--- config.mk ---
export PLATFORM = sky130hd
export DESIGN_NAME = atan2_polynomial_approx
export DESIGN_NICKNAME = d
export VERILOG_FILES = /design/src/apa_pkg.sv /design/src/apa_front.sv /design/src/apa_fifo.sv /design/src/apa_div.sv /design/src/apa_back.sv /design/src/atan2_polynomial_approx.sv
export SDC_FILE = /design/constraint.sdc
export NUM_CORES = 2
export LEC_CHECK = 0
export BUFFER_PORTS_ARGS = -buffer_cell sky130_fd_sc_hd__buf_2
export CAP_MARGIN = 20
export CORE_MARGIN = 8
export CORE_UTILIZATION = 25
export CTS_BUF_LIST = sky130_fd_sc_hd__clkbuf_2
export CTS_CLUSTER_DIAMETER = 50
export CTS_CLUSTER_SIZE = 8
export DETAILED_ROUTE_END_ITERATION = 16
export GPL_ROUTABILITY_DRIVEN = 0
export HOLD_SLACK_MARGIN = 0.05
export SLEW_MARGIN = 5
export SYNTH_ARGS = -nofsm -noshare
export SYNTH_HDL_FRONTEND = slang
export SYNTH_SLANG_ARGS = --single-unit
--- constraint.sdc ---
create_clock -name clk -period 41.5 [get_ports clk]
set_input_delay 2.075 -clock clk [delete_from_list [all_inputs] [get_ports clk]]
set_output_delay 2.075 -clock clk [all_outputs]
set_load 0.1 [all_outputs]
--- src/apa_pkg.sv ---
// shared types and constants for the four-quadrant arctangent block
package apa_pkg;

    // vector and ratio widths
    localparam int COMP_W  = 16;
    localparam int MAG_W   = COMP_W + 1;
    localparam int RATIO_W = 17;
    localparam int ANGLE_W = 16;

    // restoring divider: one quotient bit per stage
    localparam int DIV_STEPS = RATIO_W;

    // queue between front and back, depth must be a power of two
    localparam int FIFO_DEPTH = 4;
    localparam int FIFO_PTR_W = $clog2(FIFO_DEPTH);
    localparam int FIFO_CNT_W = $clog2(FIFO_DEPTH + 1);

    // polynomial coefficients in Q16
    localparam logic [11:0] COEF_C7 = 12'd3047;
    localparam logic [13:0] COEF_C5 = 14'd10441;
    localparam logic [14:0] COEF_C3 = 15'd21471;

    // angle constants in Q16
    localparam logic [17:0] PI_Q16      = 18'd205887;
    localparam logic [17:0] HALF_PI_Q16 = 18'd102944;

    // rounding offsets
    localparam int          RND_SHIFT = 16;
    localparam logic [15:0] RND_HALF  = 16'd32768;
    localparam logic [17:0] RND_Q13   = 18'd4;

    // output range in Q3.13
    localparam logic signed [ANGLE_W-1:0] ANGLE_MAX = 16'sd25736;
    localparam logic signed [ANGLE_W-1:0] ANGLE_MIN = -16'sd25736;

    // octant and quadrant flags carried alongside each item
    typedef struct packed {
        logic swap;   // vertical magnitude exceeds horizontal
        logic hneg;   // horizontal component negative
        logic vneg;   // vertical component negative
        logic zero;   // zero vector
    } apa_oct_t;

    // classified item handed from front to back
    typedef struct packed {
        logic [MAG_W-1:0] mag_max;
        logic [MAG_W-1:0] mag_min;
        apa_oct_t         oct;
    } apa_cls_t;

endpackage

--- src/apa_front.sv ---
// front stage: accepts vectors, forms magnitudes and octant flags
module apa_front
(
    input  logic                            clk,
    input  logic                            rst_n,
    input  logic                            in_valid,
    output logic                            in_stall,
    input  logic signed [apa_pkg::COMP_W-1:0] vec_horizontal,
    input  logic signed [apa_pkg::COMP_W-1:0] vec_vertical,
    output logic                            cls_valid,
    output apa_pkg::apa_cls_t               cls,
    input  logic                            cls_full
);

    logic                          front_valid_reg;
    logic                          front_valid_next;
    apa_pkg::apa_cls_t             cls_reg;
    apa_pkg::apa_cls_t             cls_next;
    logic signed [apa_pkg::MAG_W-1:0] h_ext;
    logic signed [apa_pkg::MAG_W-1:0] v_ext;
    logic [apa_pkg::MAG_W-1:0]     h_mag;
    logic [apa_pkg::MAG_W-1:0]     v_mag;
    logic                          take;
    logic                          push;

    // handshake toward the input and the queue
    assign in_stall  = front_valid_reg && cls_full;
    assign take      = in_valid && !in_stall;
    assign push      = front_valid_reg && !cls_full;
    assign cls_valid = front_valid_reg;
    assign cls       = cls_reg;

    // magnitudes and classification
    always_comb
    begin
        h_ext = {vec_horizontal[apa_pkg::COMP_W-1], vec_horizontal};
        v_ext = {vec_vertical[apa_pkg::COMP_W-1], vec_vertical};
        h_mag = vec_horizontal[apa_pkg::COMP_W-1] ? apa_pkg::MAG_W'(-h_ext)
                                                  : apa_pkg::MAG_W'(h_ext);
        v_mag = vec_vertical[apa_pkg::COMP_W-1] ? apa_pkg::MAG_W'(-v_ext)
                                                : apa_pkg::MAG_W'(v_ext);
        cls_next.oct.swap = v_mag > h_mag;
        cls_next.oct.hneg = vec_horizontal[apa_pkg::COMP_W-1];
        cls_next.oct.vneg = vec_vertical[apa_pkg::COMP_W-1];
        cls_next.mag_max  = (h_mag > v_mag) ? h_mag : v_mag;
        cls_next.mag_min  = (h_mag > v_mag) ? v_mag : h_mag;
        cls_next.oct.zero = (h_mag == '0) && (v_mag == '0);
    end

    // valid flag of the front register
    always_comb
    begin
        front_valid_next = front_valid_reg;
        if (take)
        begin
            front_valid_next = 1'b1;
        end
        else if (push)
        begin
            front_valid_next = 1'b0;
        end
    end

    always_ff @(posedge clk or negedge rst_n)
    begin
        if (!rst_n)
        begin
            front_valid_reg <= 1'b0;
        end
        else
        begin
            front_valid_reg <= front_valid_next;
        end
    end

    // payload register
    always_ff @(posedge clk)
    begin
        if (take)
        begin
            cls_reg <= cls_next;
        end
    end

endmodule

--- src/apa_fifo.sv ---
// short queue of classified items between front and back
module apa_fifo
(
    input  logic              clk,
    input  logic              rst_n,
    input  logic              push,
    input  apa_pkg::apa_cls_t push_data,
    output logic              full,
    input  logic              pop,
    output apa_pkg::apa_cls_t head,
    output logic              empty
);

    apa_pkg::apa_cls_t                entries [apa_pkg::FIFO_DEPTH];
    logic [apa_pkg::FIFO_PTR_W-1:0]   wr_ptr_reg;
    logic [apa_pkg::FIFO_PTR_W-1:0]   wr_ptr_next;
    logic [apa_pkg::FIFO_PTR_W-1:0]   rd_ptr_reg;
    logic [apa_pkg::FIFO_PTR_W-1:0]   rd_ptr_next;
    logic [apa_pkg::FIFO_CNT_W-1:0]   cnt_reg;
    logic [apa_pkg::FIFO_CNT_W-1:0]   cnt_next;
    logic                             do_push;
    logic                             do_pop;

    // status
    assign full    = cnt_reg == apa_pkg::FIFO_CNT_W'(apa_pkg::FIFO_DEPTH);
    assign empty   = cnt_reg == '0;
    assign do_push = push && !full;
    assign do_pop  = pop && !empty;
    assign head    = entries[rd_ptr_reg];

    // pointer and count update
    always_comb
    begin
        wr_ptr_next = do_push ? wr_ptr_reg + 1'b1 : wr_ptr_reg;
        rd_ptr_next = do_pop ? rd_ptr_reg + 1'b1 : rd_ptr_reg;
        cnt_next    = cnt_reg;
        if (do_push && !do_pop)
        begin
            cnt_next = cnt_reg + 1'b1;
        end
        else if (do_pop && !do_push)
        begin
            cnt_next = cnt_reg - 1'b1;
        end
    end

    always_ff @(posedge clk or negedge rst_n)
    begin
        if (!rst_n)
        begin
            wr_ptr_reg <= '0;
            rd_ptr_reg <= '0;
            cnt_reg    <= '0;
        end
        else
        begin
            wr_ptr_reg <= wr_ptr_next;
            rd_ptr_reg <= rd_ptr_next;
            cnt_reg    <= cnt_next;
        end
    end

    // entry storage
    always_ff @(posedge clk)
    begin
        if (do_push)
        begin
            entries[wr_ptr_reg] <= push_data;
        end
    end

    // occupancy never exceeds the depth
    assert property (@(posedge clk) disable iff (!rst_n)
        cnt_reg <= apa_pkg::FIFO_CNT_W'(apa_pkg::FIFO_DEPTH))
        else $error("queue count beyond depth");

    // the back never pops an empty queue
    assert property (@(posedge clk) disable iff (!rst_n)
        pop |-> !empty)
        else $error("pop from empty queue");

endmodule

--- src/apa_div.sv ---
// pipelined restoring divider: ratio = floor(min * 2^16 / max), one bit per stage
module apa_div
(
    input  logic                              clk,
    input  logic                              rst_n,
    input  logic                              adv,
    input  logic                              load_valid,
    input  apa_pkg::apa_cls_t                 load,
    output logic                              ratio_valid,
    output logic [apa_pkg::RATIO_W-1:0]       ratio,
    output apa_pkg::apa_oct_t                 ratio_oct
);

    logic [apa_pkg::DIV_STEPS-1:0]  vld_reg;
    logic [apa_pkg::MAG_W-1:0]      rem_reg  [apa_pkg::DIV_STEPS];
    logic [apa_pkg::RATIO_W-1:0]    quo_reg  [apa_pkg::DIV_STEPS];
    logic [apa_pkg::MAG_W-1:0]      div_reg  [apa_pkg::DIV_STEPS];
    apa_pkg::apa_oct_t              oct_reg  [apa_pkg::DIV_STEPS];
    logic [apa_pkg::MAG_W-1:0]      rem_next [apa_pkg::DIV_STEPS];
    logic [apa_pkg::RATIO_W-1:0]    quo_next [apa_pkg::DIV_STEPS];

    // one compare and subtract per stage
    for (genvar k = 0; k < apa_pkg::DIV_STEPS; k++)
    begin : g_step
        logic [apa_pkg::MAG_W-1:0]   rem_in;
        logic [apa_pkg::RATIO_W-1:0] quo_in;
        logic [apa_pkg::MAG_W-1:0]   dvs;
        logic [apa_pkg::MAG_W-1:0]   trial;
        apa_pkg::apa_oct_t           oct_in;
        logic                        bit_q;

        if (k == 0)
        begin : g_first
            // top quotient bit: the minimum against the maximum itself
            assign rem_in = load.mag_min;
            assign quo_in = '0;
            assign dvs    = load.mag_max;
            assign trial  = rem_in;
            assign oct_in = load.oct;
        end
        else
        begin : g_rest
            // remainder stays below the divisor, so doubling fits
            assign rem_in = rem_reg[k-1];
            assign quo_in = quo_reg[k-1];
            assign dvs    = div_reg[k-1];
            assign trial  = {rem_in[apa_pkg::MAG_W-2:0], 1'b0};
            assign oct_in = oct_reg[k-1];
        end

        assign bit_q       = trial >= dvs;
        assign rem_next[k] = bit_q ? trial - dvs : trial;
        assign quo_next[k] = {quo_in[apa_pkg::RATIO_W-2:0], bit_q};

        // stage payload
        always_ff @(posedge clk)
        begin
            if (adv)
            begin
                rem_reg[k] <= rem_next[k];
                quo_reg[k] <= quo_next[k];
                div_reg[k] <= dvs;
                oct_reg[k] <= oct_in;
            end
        end
    end

    // valid chain through the stages
    always_ff @(posedge clk or negedge rst_n)
    begin
        if (!rst_n)
        begin
            vld_reg <= '0;
        end
        else if (adv)
        begin
            vld_reg <= {vld_reg[apa_pkg::DIV_STEPS-2:0], load_valid};
        end
    end

    // a zero vector gives a zero ratio
    assign ratio_valid = vld_reg[apa_pkg::DIV_STEPS-1];
    assign ratio_oct   = oct_reg[apa_pkg::DIV_STEPS-1];
    assign ratio       = ratio_oct.zero ? '0 : quo_reg[apa_pkg::DIV_STEPS-1];

endmodule

--- src/apa_back.sv ---
// back part: divider, polynomial pipeline, octant reflection, result register
module apa_back
(
    input  logic                                 clk,
    input  logic                                 rst_n,
    input  logic                                 head_empty,
    input  apa_pkg::apa_cls_t                    head,
    output logic                                 pop,
    output logic                                 out_valid,
    input  logic                                 out_stall,
    output logic signed [apa_pkg::ANGLE_W-1:0]   angle
);

    logic                                adv;
    logic                                t_valid;
    logic [apa_pkg::RATIO_W-1:0]         t_val;
    apa_pkg::apa_oct_t                   t_oct;

    // pipeline registers
    logic                                v1_reg, v2_reg, v3_reg, v4_reg, v5_reg, v6_reg, v7_reg;
    logic                                out_valid_reg;
    apa_pkg::apa_oct_t                   f1_reg, f2_reg, f3_reg, f4_reg, f5_reg, f6_reg, f7_reg;
    logic                                vneg_o_reg;
    logic [apa_pkg::RATIO_W-1:0]         t1_reg, t2_reg, t3_reg, t4_reg, t5_reg;
    logic [apa_pkg::RATIO_W-1:0]         s2_reg, s3_reg;
    logic [32:0]                         tt_reg;
    logic [28:0]                         c7s_reg;
    logic [30:0]                         p1s_reg;
    logic [31:0]                         m2s_reg;
    logic [32:0]                         m3t_reg;
    logic [apa_pkg::RATIO_W-1:0]         r_reg;
    logic [17:0]                         mag_reg;
    logic signed [apa_pkg::ANGLE_W-1:0]  angle_reg;

    // next values
    logic [32:0]                         tt_next;
    logic [32:0]                         s_sum;
    logic [apa_pkg::RATIO_W-1:0]         s_next;
    logic [28:0]                         c7s_next;
    logic [28:0]                         c7s_sum;
    logic [13:0]                         p1;
    logic [30:0]                         p1s_next;
    logic [30:0]                         p1s_sum;
    logic [14:0]                         m2;
    logic [31:0]                         m2s_next;
    logic [31:0]                         m2s_sum;
    logic [15:0]                         m3;
    logic [32:0]                         m3t_next;
    logic [32:0]                         m3t_sum;
    logic [apa_pkg::RATIO_W-1:0]         r_next;
    logic [17:0]                         r_oct;
    logic [17:0]                         mag_next;
    logic [17:0]                         mag_rnd;
    logic [15:0]                         q_mag;
    logic signed [apa_pkg::ANGLE_W-1:0]  angle_next;

    // whole back advances when the result register is free or being taken
    assign adv       = !out_valid_reg || !out_stall;
    assign pop       = adv && !head_empty;
    assign out_valid = out_valid_reg;
    assign angle     = angle_reg;

    apa_div u_div
    (
        .clk         (clk),
        .rst_n       (rst_n),
        .adv         (adv),
        .load_valid  (!head_empty),
        .load        (head),
        .ratio_valid (t_valid),
        .ratio       (t_val),
        .ratio_oct   (t_oct)
    );

    // polynomial datapath, one multiply per stage, all products rounded in Q16
    always_comb
    begin
        // t squared
        tt_next  = 33'(t_val) * 33'(t_val);
        // s = round(t*t), then c7 * s
        s_sum    = tt_reg + 33'(apa_pkg::RND_HALF);
        s_next   = s_sum[32:16];
        c7s_next = 29'(apa_pkg::COEF_C7) * 29'(s_next);
        // p1 = c5 - round(c7 * s), then p1 * s
        c7s_sum  = c7s_reg + 29'(apa_pkg::RND_HALF);
        p1       = apa_pkg::COEF_C5 - 14'(c7s_sum[28:16]);
        p1s_next = 31'(p1) * 31'(s2_reg);
        // magnitude of p2 = c3 - round(p1 * s), then times s
        p1s_sum  = p1s_reg + 31'(apa_pkg::RND_HALF);
        m2       = apa_pkg::COEF_C3 - 15'(p1s_sum[30:16]);
        m2s_next = 32'(m2) * 32'(s3_reg);
        // magnitude of p3, then times t
        m2s_sum  = m2s_reg + 32'(apa_pkg::RND_HALF);
        m3       = m2s_sum[31:16];
        m3t_next = 33'(m3) * 33'(t4_reg);
        // first-octant angle r = t - round(m3 * t)
        m3t_sum  = m3t_reg + 33'(apa_pkg::RND_HALF);
        r_next   = t5_reg - m3t_sum[32:16];
    end

    // octant and quadrant reflection, then round to Q3.13 with sign
    always_comb
    begin
        r_oct      = f6_reg.swap ? apa_pkg::HALF_PI_Q16 - 18'(r_reg) : 18'(r_reg);
        mag_next   = f6_reg.hneg ? apa_pkg::PI_Q16 - r_oct : r_oct;
        mag_rnd    = mag_reg + apa_pkg::RND_Q13;
        q_mag      = {1'b0, mag_rnd[17:3]};
        angle_next = f7_reg.vneg ? $signed(16'(-q_mag)) : $signed(q_mag);
    end

    // valid chain
    always_ff @(posedge clk or negedge rst_n)
    begin
        if (!rst_n)
        begin
            v1_reg        <= 1'b0;
            v2_reg        <= 1'b0;
            v3_reg        <= 1'b0;
            v4_reg        <= 1'b0;
            v5_reg        <= 1'b0;
            v6_reg        <= 1'b0;
            v7_reg        <= 1'b0;
            out_valid_reg <= 1'b0;
        end
        else if (adv)
        begin
            v1_reg        <= t_valid;
            v2_reg        <= v1_reg;
            v3_reg        <= v2_reg;
            v4_reg        <= v3_reg;
            v5_reg        <= v4_reg;
            v6_reg        <= v5_reg;
            v7_reg        <= v6_reg;
            out_valid_reg <= v7_reg;
        end
    end

    // payload stages
    always_ff @(posedge clk)
    begin
        if (adv)
        begin
            tt_reg     <= tt_next;
            t1_reg     <= t_val;
            f1_reg     <= t_oct;
            c7s_reg    <= c7s_next;
            s2_reg     <= s_next;
            t2_reg     <= t1_reg;
            f2_reg     <= f1_reg;
            p1s_reg    <= p1s_next;
            s3_reg     <= s2_reg;
            t3_reg     <= t2_reg;
            f3_reg     <= f2_reg;
            m2s_reg    <= m2s_next;
            t4_reg     <= t3_reg;
            f4_reg     <= f3_reg;
            m3t_reg    <= m3t_next;
            t5_reg     <= t4_reg;
            f5_reg     <= f4_reg;
            r_reg      <= r_next;
            f6_reg     <= f5_reg;
            mag_reg    <= mag_next;
            f7_reg     <= f6_reg;
            angle_reg  <= angle_next;
            vneg_o_reg <= f7_reg.vneg;
        end
    end

    // result always within minus pi to pi
    assert property (@(posedge clk) disable iff (!rst_n)
        out_valid_reg |-> (angle_reg >= apa_pkg::ANGLE_MIN && angle_reg <= apa_pkg::ANGLE_MAX))
        else $error("angle out of range");

    // upper half plane gives a non-negative angle
    assert property (@(posedge clk) disable iff (!rst_n)
        (out_valid_reg && !vneg_o_reg) |-> !angle_reg[apa_pkg::ANGLE_W-1])
        else $error("sign of angle does not follow vertical component");

    // lower half plane gives a non-positive angle
    assert property (@(posedge clk) disable iff (!rst_n)
        (out_valid_reg && vneg_o_reg) |-> (angle_reg[apa_pkg::ANGLE_W-1] || angle_reg == '0))
        else $error("negative vertical gave positive angle");

endmodule

--- src/atan2_polynomial_approx.sv ---
// top level of the four-quadrant polynomial arctangent
//
//  channel | signals                                   | direction
//  --------+-------------------------------------------+----------
//  input   | in_valid, in_stall, vec_horizontal, vec_vertical | in (stall out)
//  output  | out_valid, out_stall, angle               | out (stall in)
//
//  one item per cycle sustained when nothing stalls
//  path: front register, queue, 17-stage restoring divider, 8-stage polynomial pipeline
//  rst_n clears all valid flags and the queue pointers; payload registers are not reset
//  an output stall while out_valid is high freezes the back part; the 4-entry queue and
//  front register keep accepting items until they fill, then in_stall rises
module atan2_polynomial_approx
(
    input  logic                                 clk,
    input  logic                                 rst_n,
    input  logic                                 in_valid,
    output logic                                 in_stall,
    input  logic signed [apa_pkg::COMP_W-1:0]    vec_horizontal,
    input  logic signed [apa_pkg::COMP_W-1:0]    vec_vertical,
    output logic                                 out_valid,
    input  logic                                 out_stall,
    output logic signed [apa_pkg::ANGLE_W-1:0]   angle
);

    logic              cls_valid;
    apa_pkg::apa_cls_t cls;
    logic              q_full;
    logic              q_pop;
    apa_pkg::apa_cls_t q_head;
    logic              q_empty;

    // classify incoming vectors
    apa_front u_front
    (
        .clk            (clk),
        .rst_n          (rst_n),
        .in_valid       (in_valid),
        .in_stall       (in_stall),
        .vec_horizontal (vec_horizontal),
        .vec_vertical   (vec_vertical),
        .cls_valid      (cls_valid),
        .cls            (cls),
        .cls_full       (q_full)
    );

    // decoupling queue
    apa_fifo u_fifo
    (
        .clk       (clk),
        .rst_n     (rst_n),
        .push      (cls_valid),
        .push_data (cls),
        .full      (q_full),
        .pop       (q_pop),
        .head      (q_head),
        .empty     (q_empty)
    );

    // divide, evaluate and reflect
    apa_back u_back
    (
        .clk        (clk),
        .rst_n      (rst_n),
        .head_empty (q_empty),
        .head       (q_head),
        .pop        (q_pop),
        .out_valid  (out_valid),
        .out_stall  (out_stall),
        .angle      (angle)
    );

endmodule

==> results.md <==
- Largest net degree at the start of global routing: 173
- Bufs on Longest Clock Path: 4
- Cell Area, Placed: 100,100 um^2
- Yosys warning total: 0
- Worst Setup Start Kind: flop
- Tot GR Track Use: 0.09255
- Final wirelength: 184.0 mm
- Die W: 628.1 um
- Die area: 394,500 um^2
- Clk pin slew, worst setup/hold paths: 0.15 ns
- Drt wl/cell: 13.71 um
- Relative slew slack: 0.2655
- Core ar.: 372,800 um^2
- Sequential fraction of the synthesis area: 0.3964
- IO Pins: 54
- Commonest cells after routing, fill and taps aside: inv_1 (1,492), edfxtp_1 (1,209), fa_1 (867)
- Post-synth ARST share: 0.02657
- Hold Crit Start: u_back.u_div.div_reg[0][224]
- Vias in the first global route: 59,600
- Post-CTS Resized: 0
- # Max-Cap Violations: 0
- Minimum clock period: 8.876 ns
- Slowest cell delay on critical path: 0.54 ns
- Hold path cells: 0
- Synthesized area: 93,670 um^2
- Min-Delay Endpoint: u_back.u_div.div_reg[0][241]
- Post-synth EDFFs: 1,209
- Fmax: 112.7 MHz
- Critical path capture point type: flop
- Most common cell after layout, fill and taps aside: inv_1
- Dominant synthesized flop cell: edfxtp_1
- Worst skew pair latency: 1.60 ns
- Antenna-violating nets left: 0
- CTS tree: built
- R2R Path End: u_back.m2s_reg[31]
- Avg Vias per Cell: 4.209
- Post-route clock period utilization: 0.2139
- Final Cell Area: 102,000 um^2
- Initial drt markers: 3,019
- Data arrival time of the critical path: 10.19 ns
- Die H: 628.1 um
- Least-Margin Pin Slew: 1.094 ns
- Max reg flops: 272
- Mean Syn Cell Area: 11.40 um^2
- WP data required: 42.82 ns
- Critical R2R Launch: u_back.p1s_reg[15]
- GR Overflow Total: 0
- Multi-input gate area: 50,350 um^2
- Hold Fails Final Rpt: 0
- Final Max Slew Viols: 0
- Hold WC Path Type: reg -> reg
- Vias: 56,460
- Post-Synthesis Cells: 8,214
- Top cell type's share of synthesized area: 0.3876
- Cells after DPL: 13,120
- Fillers: 38,800
- Nets: 10,080
- Slowest library cell on the worst path: o41ai_2
- Post-Route Setup TNS: 0 ns
- Initial antenna violation count: 6
- Synth unique cells: 88
- Hold slack: 0.3396 ns
- Synth-to-Final Area Change: 8.846%
- Setup violators final: 0
- Critical path's most frequent cell: fa_1
- Cell taking the most area after synthesis: edfxtp_1
- Setup slack, reg-to-reg: 32.62 ns
- # Post-CTS Setup Buffers: 0
- Pre-antenna DRT Iters: 6
- RSZ-0062 raised after global routing: no
- Initial Utilization: 0.2513
- Global-route wire length before repair: 306.7 mm
- Synth area leaders: edfxtp_1 (39%), fa_1 (19%), ha_1 (11%), inv_1 (6.0%), nand2_1 (3.0%)
- CTS sink cnt: 1,242
- R2r worst-path depth: 34
- Post-route insts no fill: 13,410
- Synth Register Bits: 1,242
- Root buf cell: clkbuf_2
- PortBufs: 53
- Cts bufs inserted: 202
- Register Area: 37,130 um^2
- Layout cells sized above 1: 0.08335
- Dpl hpwl: 138.0 mm
- CP max FO: 18
- Critical path class: reg -> reg
- Final Skew: 0.2140 ns
- CTS Hold Bufs: 0
- Outcome: finished, final reports clean
- H-tree depth: 4
- Number of remaining DRC errors: 0
- FP Rows: 224
-- cells by family (layout without fill, tap and decap cells) --
group                    count (synthesis)  after routing  synth area share
XOR/XNOR                               447            447           0.04215
flip-flops                            1242           1242            0.3964
AND/OR/NAND/NOR                       2058           2058            0.1072
other                                    2             12        0.00008017
multiplexers                           274            274           0.03672
adder cells (fa/ha/maj)               1679           1679            0.2937
buffers and inverters                 1682           1900           0.06775
AO/OA/AOI/OAI                          830            830           0.05598
-- cell type report --
cell class	instances	area share
multi-input cells	5292	0.4938
flip-flops and latches	1242	0.3642
well taps	4972	0.06101
inverters	1493	0.05496
clock buffers	230	0.01129
repair buffers	130	0.009228
clock inverters	47	0.005301
diodes	8	0.0001963
-- per-stage QoR --
| stage | worst slack, ns | utilization |
|---|---|---|
| floorplan | 7.874 | - |
| global placement | 32.62 | 0.2685 |
| detailed placement | 32.53 | 0.2687 |
| CTS | 32.57 | 0.2732 |
| global route | 31.84 | 0.2735 |
| finish | 32.62 | 0.2735 |
-- cell usage after synthesis, types with 156 or more instances --
| master | n |
|---|---|
| mux2_2 | 197 |
| edfxtp_1 | 1209 |
| o21ai_0 | 192 |
| nor2b_1 | 182 |
| nor2_1 | 334 |
| ha_1 | 812 |
| a21oi_1 | 244 |
| inv_1 | 1492 |
| nand2_1 | 742 |
| fa_1 | 867 |
| clkbuf_1 | 156 |
| and2_1 | 295 |
| xnor2_1 | 280 |
| xor2_1 | 164 |
-- metal layers --
layer,GRT usage,part of all wire,vias up
li1,-,-,27520
met1,0.1174,0.45,27730
met2,0.1642,0.49,877
met3,0.01349,0.037,333
met4,0.02475,0.024,8
met5,0,0.00028,-
-- worst max path at each step --
| stage | to | from | depth (start not counted) |
|---|---|---|---|
| after floorplan | u_back.u_div.vld_reg[10] | out_stall | 3 |
| after global placement | u_back.m2s_reg[31] | u_back.p1s_reg[15] | 34 |
| after detailed placement | u_back.m2s_reg[31] | u_back.p1s_reg[15] | 34 |
| after CTS | u_back.m2s_reg[31] | u_back.p1s_reg[15] | 34 |
| after global routing | u_back.m2s_reg[31] | u_back.p1s_reg[15] | 34 |
| final | u_back.m2s_reg[31] | u_back.p1s_reg[15] | 34 |
-- worst max-delay path, delay by kind of cell, from the launching register on --
kind | cells | cell delay (ns)
simple gates | 6 | 1.02
flops | 1 | 0.38
compound gates | 10 | 2.83
fa+ha+maj | 9 | 3.55
buf+inv | 7 | 0.71
xor+xnor | 2 | 0.30
Power is left out: the tool's default activity adds up to more than one toggle a clock period on the data nets, which glitch-free logic cannot reach.
